--- src/wss_pkg.sv ---
package wss_pkg;

	localparam int CHAN_W = 8;
	localparam int POS_W  = 12;
	localparam int FRAC_W = 8;
	localparam int CELL_W = POS_W - FRAC_W;
	localparam int PIX_W  = 3 * CHAN_W;
	// wide enough for any grid index or row * cols + col
	localparam int IDX_W  = 17;

	localparam logic [CHAN_W-1:0] CHAN_MAX = 8'hFF;

	// item kinds carried on s_tuser
	localparam logic KIND_SPLAT = 1'b0;
	localparam logic KIND_READ  = 1'b1;

	typedef enum logic [8:0] {
		ST_CLEAR  = 9'b000000001,
		ST_IDLE   = 9'b000000010,
		ST_WEIGHT = 9'b000000100,
		ST_ADDR   = 9'b000001000,
		ST_LOAD   = 9'b000010000,
		ST_SCALE  = 9'b000100000,
		ST_WRITE  = 9'b001000000,
		ST_RDADDR = 9'b010000000,
		ST_RDDATA = 9'b100000000
	} state_t;

	// one operation of the shared multiply / saturating-add unit
	typedef struct packed {
		logic [CHAN_W-1:0] a;
		logic [CHAN_W-1:0] b;
		logic [CHAN_W-1:0] acc;
		logic              weight;
	} mac_op_t;

	typedef struct packed {
		logic [CHAN_W-1:0] blue;
		logic [CHAN_W-1:0] green;
		logic [CHAN_W-1:0] red;
	} pixel_t;

endpackage

--- src/wss_mac.sv ---
module wss_mac (
	input  wss_pkg::mac_op_t         op,
	output logic [wss_pkg::CHAN_W-1:0] res
);

	logic [2*wss_pkg::CHAN_W-1:0] full;
	logic [wss_pkg::CHAN_W:0]     sum;

	// weight: (a*b + a + b) >> 8, scale: (a*b) >> 8; both added to acc with saturation
	always_comb begin
		full = (2*wss_pkg::CHAN_W)'(op.a) * (2*wss_pkg::CHAN_W)'(op.b);
		if (op.weight) begin
			full = full + (2*wss_pkg::CHAN_W)'(op.a) + (2*wss_pkg::CHAN_W)'(op.b);
		end
		sum = {1'b0, op.acc} + {1'b0, full[2*wss_pkg::CHAN_W-1:wss_pkg::CHAN_W]};
		res = sum[wss_pkg::CHAN_W] ? wss_pkg::CHAN_MAX : sum[wss_pkg::CHAN_W-1:0];
	end

endmodule

--- config.mk ---
export PLATFORM = sky130hd
export DESIGN_NAME = wss_mac
export DESIGN_NICKNAME = d
export VERILOG_FILES = /design/src/wss_pkg.sv /design/src/wss_mac.sv
export SDC_FILE = /design/constraint.sdc
export NUM_CORES = 1
export LEC_CHECK = 0
export ABC_AREA = 1
export BUFFER_PORTS_ARGS = -buffer_cell sky130_fd_sc_hd__clkbuf_2
export CAP_MARGIN = 25
export CORE_UTILIZATION = 25
export DETAILED_ROUTE_END_ITERATION = 16
export PLACE_DENSITY = 0.5
export SYNTH_ARGS = -nofsm -noshare
export SYNTH_HDL_FRONTEND = slang
export SYNTH_SLANG_ARGS = --single-unit
--- constraint.sdc ---
create_clock -name vclk -period 8
set_clock_uncertainty 0.15 [all_clocks]
set_input_delay 0.8 -clock vclk [all_inputs]
set_output_delay 0.8 -clock vclk [all_outputs]
set_load 0.02 [all_outputs]
# Word level (Yosys, flattened, before mapping)
# Cells that the tools add are included.
dict set report totals {
  ff_bits 0
  input_bits 25
}
dict set report classes {
  addsub 3
  n_mul 1
  mux 2
}
# op n
set op_table {}
lappend op_table {{$add 16x8->16} 2}
lappend op_table {{$mul 8x8->16} 1}
lappend op_table {{$mux 16} 1}
lappend op_table {{$add 8x8->9} 1}
lappend op_table {{$mux 8} 1}

# Logic depth before layout (Yosys ltp)
# Gate-level depths: netlist (run 1).
dict set report depth {
  ltp_word 6
  depth_mapped 35
  ltp_nobuf 33
}

# Worst setup path after synthesis (run 1)
# No wires, ideal clock.
dict set report synth_path {
  kind {in2out}
  startpoint {input port op[18] in the netlist's numbering}
  endpoint {output port res[7] in the netlist's numbering}
  arrival_ns 6.684
  required_time_ns 7.050
  slack_ns 0.366
  path_stages 30
  n_path_buf 1
  path_cell_list {clkbuf_1 > nand2_1 > inv_1 > fa_1 > fa_1 > inv_1 > fa_1 > inv_1 > fa_1 > ha_1 > nand2_1 > nand3_1 > xor2_1 > fa_1 > ha_1 > nand2_1 > nor2_1 > a211oi_1 > nand2_1 > a21oi_1 > a21oi_1 > ha_1 > inv_1 > fa_1 > nor2_1 > o21ai_0 > nand2_1 > a21oi_1 > a21boi_0 > o21ai_0}
}
dict set report synth_via {
  elab_chain_cells 6
}
# element line
set synth_lines {}
lappend synth_lines {{start: declaration} wss_mac.sv:2} ;# input wss_pkg::mac_op_t op,
lappend synth_lines {{$mul 8x8->16} wss_mac.sv:11} ;# full = (2*wss_pkg::CHAN_W)'(op.a) * (2*wss_pkg::CHAN_W)'(op.b);
lappend synth_lines {{$add 16x8->16 (2 in a row)} wss_mac.sv:13} ;# full = full + (2*wss_pkg::CHAN_W)'(op.a) + (2*wss_pkg::CHAN_W)'(op.b);
lappend synth_lines {{$mux 16 *} wss_mac.sv:12} ;# if (op.weight) begin
lappend synth_lines {{$add 8x8->9 *} wss_mac.sv:15} ;# sum = {1'b0, op.acc} + {1'b0, full[2*wss_pkg::CHAN_W-1:wss_pkg::CHAN_W]};
lappend synth_lines {{$mux 8 *} wss_mac.sv:16} ;# res = sum[wss_pkg::CHAN_W] ? wss_pkg::CHAN_MAX : sum[wss_pkg::CHAN_W-1:0];
lappend synth_lines {{end: declaration} wss_mac.sv:3} ;# output logic [wss_pkg::CHAN_W-1:0] res
# Every way passes the cells marked *; elsewhere a longest branch is shown, timed or not.

# Worst setup path after layout (run 1)
dict set report layout_path {
  startpoint {input port op[13] in the netlist's numbering}
  endpoint {output port res[6] in the netlist's numbering}
}
# The elaborated chain is that of the path after synthesis.

==> results of run 1 <==
==> cell usage in the layout (no fill, tap or decap), types with 5 or more instances in the layout <==
master / instances
nand3_1: 23
inv_1: 159
nand2_1: 137
xor2_1: 5
a21oi_1: 20
buf_4: 11
clkbuf_2: 27
buf_2: 5
ha_1: 53
nor2_1: 21
fa_1: 42
nand4_1: 6
nand2_2: 7
==> kinds of logic after synthesis <==
logic type      share of synthesized area (%)
compound gates                           5.71
xor+xnor                                 2.56
fa+ha+maj                                47.0
buf+inv                                  19.2
simple gates                             25.5
==> cells in the mapped netlist (all sizes together) <==
| master | count |
|---|---|
| ha | 58 |
| nor2b | 1 |
| o21ai | 6 |
| nand2 | 144 |
| a21boi | 1 |
| a31oi | 1 |
| nor2 | 26 |
| o211ai | 1 |
| or2 | 2 |
| nand4 | 6 |
| and2 | 1 |
| clkbuf | 10 |
| fa | 44 |
| nand3 | 25 |
| xnor2 | 4 |
| o21bai | 3 |
| inv | 159 |
| nor3 | 1 |
| buf | 3 |
| a211oi | 1 |
| a21oi | 22 |
| xor2 | 6 |
==> report_power, final <==
group	switching, mW	total (mW)	internal, mW
combinational	0.957	1.55	0.596
sequential	0	0	0
clock	0	0	0
==> what timing repair did <==
item	4_1_cts	5_1_grt
gates resized for setup	3	19
gates cloned	0	0
setup buffers	0	1
setup endpoints to repair	1	8
pin swaps	2	6
==> metrics by stage <==
step	hold slack, ps	setup TNS (ps)	total power, mW
after floorplan	1740	0	1.16
after global placement	1920	0	1.48
after detailed placement	1920	0	1.49
after CTS	1920	0	1.52
after global routing	1970	-43.7	1.80
final	1940	0	1.55
==> worst paths after layout <==
check,endpoint,slack (ps),cells past startpoint
max,res[6],320,29
min,res[0],1940,5
==> area by class of cell <==
class              count  area [µm²]
well taps            176         220
fillers             1476        9380
multi-input cells    353        2840
repair buffers        44         250
inverters            159         597
==> layer usage <==
layer,vias to the layer above,GRT usage [%],wire length (µm)
met5,-,0,0
met1,1452,16.6,3860
met3,2,0.287,146
met4,0,0.237,14
li1,1597,-,-
met2,34,24.3,4120
==> worst max-delay path, delay by kind of cell <==
family | cells | cell delay (ps)
adder cells (fa/ha/maj) | 9 | 3710
AND/OR/NAND/NOR | 9 | 930
buffers and inverters | 5 | 580
XOR/XNOR | 2 | 310
AO/OA/AOI/OAI | 4 | 410
==> impl_metrics.csv, run 1 <==
group,metric,value,unit
routing,viasPerCell,4.21,
timing,rsz0062_at_grt,"yes",
final_layout,drive_gt1_share,12.8,%
timing,fin_crit,7680,ps
worst_setup_path,crit_type,"in2out",
timing,max_freq,130,MHz
timing,setup-violations-final,0,
final_layout,seq_cells,0,
logic_synthesis,yosys_warnings,0,
place,hpwl,7280,µm
logic_synthesis,avgSynthCellArea,6.51,µm²
routing,finalWirelength,8140,µm
grt,grt_pass1_wl,14900,µm
die,io_pins,33,
grt,grt_overflow,0,
final_layout,diodes,0,
logic_synthesis,syn-num-nets,652,
die,start_util,25.7,%
clock_tree,post_cts_hold_buffer_count,0,
grt,grt_max_degree,10,
place,gp_congestion,0.809,
routing,ant_nets,0,
worst_setup_path,crit_fanout,5,
power_and_ir_drop,power.leakage,2.55,nW
logic_synthesis,synth.distinct_cells,28,
worst_setup_path,start_kind,"primary input",
timing,worst_pin_slew,311,ps
die,chipHeight,119,µm
place,postPlaceCellArea,3820,µm²
place,port_buffers,33,
die,core_area,13300,µm²
timing,hold_viol_final,0,
grt,grt_pass1_vias,3268,
final_layout,finalInstanceArea,3910,µm²
final_layout,nClkBuffers,0,
routing,vias,3085,
routing,wl_per_cell,11.1,µm
hold_path,hold_path.class,"in2out",
logic_synthesis,ys_seq_area_share,0,%
worst_setup_path,cp.arrival,6730,ps
logic_synthesis,syn_area,3420,µm²
final_layout,fin_nets,685,
die,die_x,119,µm
timing,min_period_over_period,96.0,%
power_and_ir_drop,ir_worst_vdd,0.213,mV
job,max-cap-violations,0,
worst_setup_path,slowest_delay,510,ps
final_layout,stdcell_count,732,
timing,relSlewSlack,79.2,%
run_status,outcome,"complete, no violations",
die,die-area,14200,µm²
final_layout,syn_to_final_growth,14.4,%
power_and_ir_drop,p_per_area,397,nW/µm²
final_layout,area.sequential,0,µm²
die,num_rows,42,
worst_setup_path,startpoint,"op[13]",
worst_setup_path,cp-end-kind,"output port",
place,place_ws,16.2,ps
routing,drtPass1Iterations,4,
timing,setup_slack,317,ps
hold_path,worstHoldStart,"op[1]",
routing,drc,0,
place,dp_cells,731,
logic_synthesis,synth_top_cell_by_area,"fa_1",
logic_synthesis,synth_top_area_share,25.8,%
grt,track_usage,12.7,%
logic_synthesis,syn-instance-count,525,
worst_setup_path,worst_path_max_delay_cell,"fa_1",
logic_synthesis,ys_top_cells_by_area,"fa_1 26%, ha_1 21%, inv_1 17%",
routing,drtIter0Drc,124,
timing,slew_violations,0,
final_layout,post-route-util,29.4,%
worst_setup_path,worstPathRequired,7050,ps
grt,antenna_found_initial,0,
Note: power is estimated with default switching activity, not from simulation.
==> inputs of run 2 (changes only) <==
- ABC_AREA: 1 -> unset
==> impl_metrics.csv, run 2 <==
group,metric,value,unit
run_status,outcome,"complete, no violations",
logic_synthesis,yosys_warnings,0,
job,max-cap-violations,0,
grt,grt_max_degree,10,
final_layout,seq_cells,0,
routing,drc,0,
routing,finalWirelength,7340,µm
final_layout,nClkBuffers,0,
timing,setup-violations-final,0,
hold_path,hold_path.class,"in2out",
routing,drtIter0Drc,93,
final_layout,syn_to_final_growth,24.1,%
routing,vias,2712,
die,chipHeight,115,µm
place,hpwl,6540,µm
logic_synthesis,avgSynthCellArea,8.49,µm²
logic_synthesis,ys_seq_area_share,0,%
final_layout,layout_commonest_cell,"inv_1",
routing,ant_nets,0,
routing,wl_per_cell,12.0,µm
grt,track_usage,11.2,%
logic_synthesis,yosysMostFrequentCell,"inv_1",
worst_setup_path,worst_path_max_delay_cell,"fa_1",
logic_synthesis,syn_area,3190,µm²
timing,slew_violations,0,
final_layout,fin_nets,571,
logic_synthesis,syn-instance-count,375,
worst_setup_path,cp-end-kind,"output port",
routing,viasPerCell,4.45,
worst_setup_path,crit_buf_inv,9,
worst_setup_path,slowest_delay,520,ps
logic_synthesis,syn-num-nets,502,
worst_setup_path,start_kind,"primary input",
worst_setup_path,crit_type,"in2out",
die,start_util,26.1,%
grt,grt_pass1_vias,2633,
logic_synthesis,synth_top_cell_by_area,"fa_1",
die,die-area,13200,µm²
die,core_area,12200,µm²
die,num_rows,40,
die,die_x,115,µm
worst_setup_path,cp.arrival,6720,ps
die,io_pins,33,
logic_synthesis,ys_top_cells_by_area,"fa_1 28%, ha_1 23%, inv_1 9.4%",
timing,whs,1930,ps
timing,max_freq,130,MHz
routing,drtPass1Iterations,4,
timing,hold_viol_final,0,
final_layout,post-route-util,32.4,%
final_layout,drive_gt1_share,26.0,%
worst_setup_path,crit_family,"adder cells",
logic_synthesis,synth_top_area_share,27.7,%
grt,grt_overflow,0,
worst_setup_path,crit_fanout,7,
clock_tree,post_cts_hold_buffer_count,0,
final_layout,area.sequential,0,µm²
grt,antenna_found_initial,0,
timing,relSlewSlack,70.5,%
worst_setup_path,worstPathRequired,7050,ps
logic_synthesis,synth.distinct_cells,52,
logic_synthesis,synthTopCellsByCount,"80 x inv_1, 58 x ha_1, 44 x fa_1",
final_layout,layout_common_cells,"74 x inv_1, 50 x ha_1, 41 x fa_1, 39 x buf_4, 32 x and2_1",
timing,worst_pin_slew,439,ps
place,gp_congestion,0.816,
final_layout,diodes,0,
place,port_buffers,33,
timing,fin_crit,7670,ps
timing,min_period_over_period,95.9,%
grt,grt_pass1_wl,12100,µm
run 2: cell count changes in the layout (fill, tap and decap cells not counted), moves of 6 or more:
cell	before	now
nand2_2	7	0
a21oi_1	20	13
nand2_1	137	18
nand3_1	23	9
inv_1	159	74
buf_4	11	39
inv_2	0	6
and2_1	1	32
nor3_1	0	6
run 2: layout make-up:
class	count	area (µm²)
Tap cell	168	210
Inverter	80	300
Timing Repair Buffer	70	463
Multi-Input combinational cell	292	2980
Fill cell	1310	8260
run 2: timing repair:
action / CTS / global route
pin swaps: 1 / 18
endpoints found under the hold margin: 0 / 0
setup buffers: 1 / 5
resized for setup: 2 / 40
endpoints found under the setup margin: 8 / 8
run 2: layer usage:
layer | wire length, µm | share of wire (%) | global-route usage (%) | vias up
met4 | 0 | 0 | 0.173 | 0
met3 | 29 | 0.40 | 0 | 0
met2 | 3880 | 53 | 21.4 | 13
met5 | 0 | 0 | 0 | -
met1 | 3420 | 47 | 15.1 | 1332
li1 | - | - | - | 1367
run 2: final timing paths:
kind | start | slack (ps) | cells after the start | to
max | op[11] | 330 | 31 | res[4]
min | op[1] | 1930 | 4 | res[0]
run 2: per-stage QoR:
| step | TNS, ps | setup slack, ps | area [µm²] | std cells |
|---|---|---|---|---|
| final | 0 | 331 | 3950 | 610 |
| after global routing | -571 | -84.9 | 3950 | 610 |
| after CTS | 0 | 34.6 | 3780 | 605 |
| after detailed placement | -590 | -107 | 3770 | 604 |
| after global placement | -43.1 | -25.2 | 3770 | 604 |
| after floorplan | 0 | 342 | 3190 | 375 |
run 2: kinds of logic after synthesis:
family | Yosys count | share of synthesized area (%)
muxes | 1 | 0.314
AOI/OAI and AO/OA | 66 | 16.3
xor gates and xnor gates | 15 | 4.12
buffers and inverters | 83 | 10.1
adders and majority gates | 102 | 50.4
and+or+nand+nor | 108 | 18.8
Power of run 2 is not shown: default switching activity piles up to over one toggle a cycle in this logic, so the estimate is an artifact.
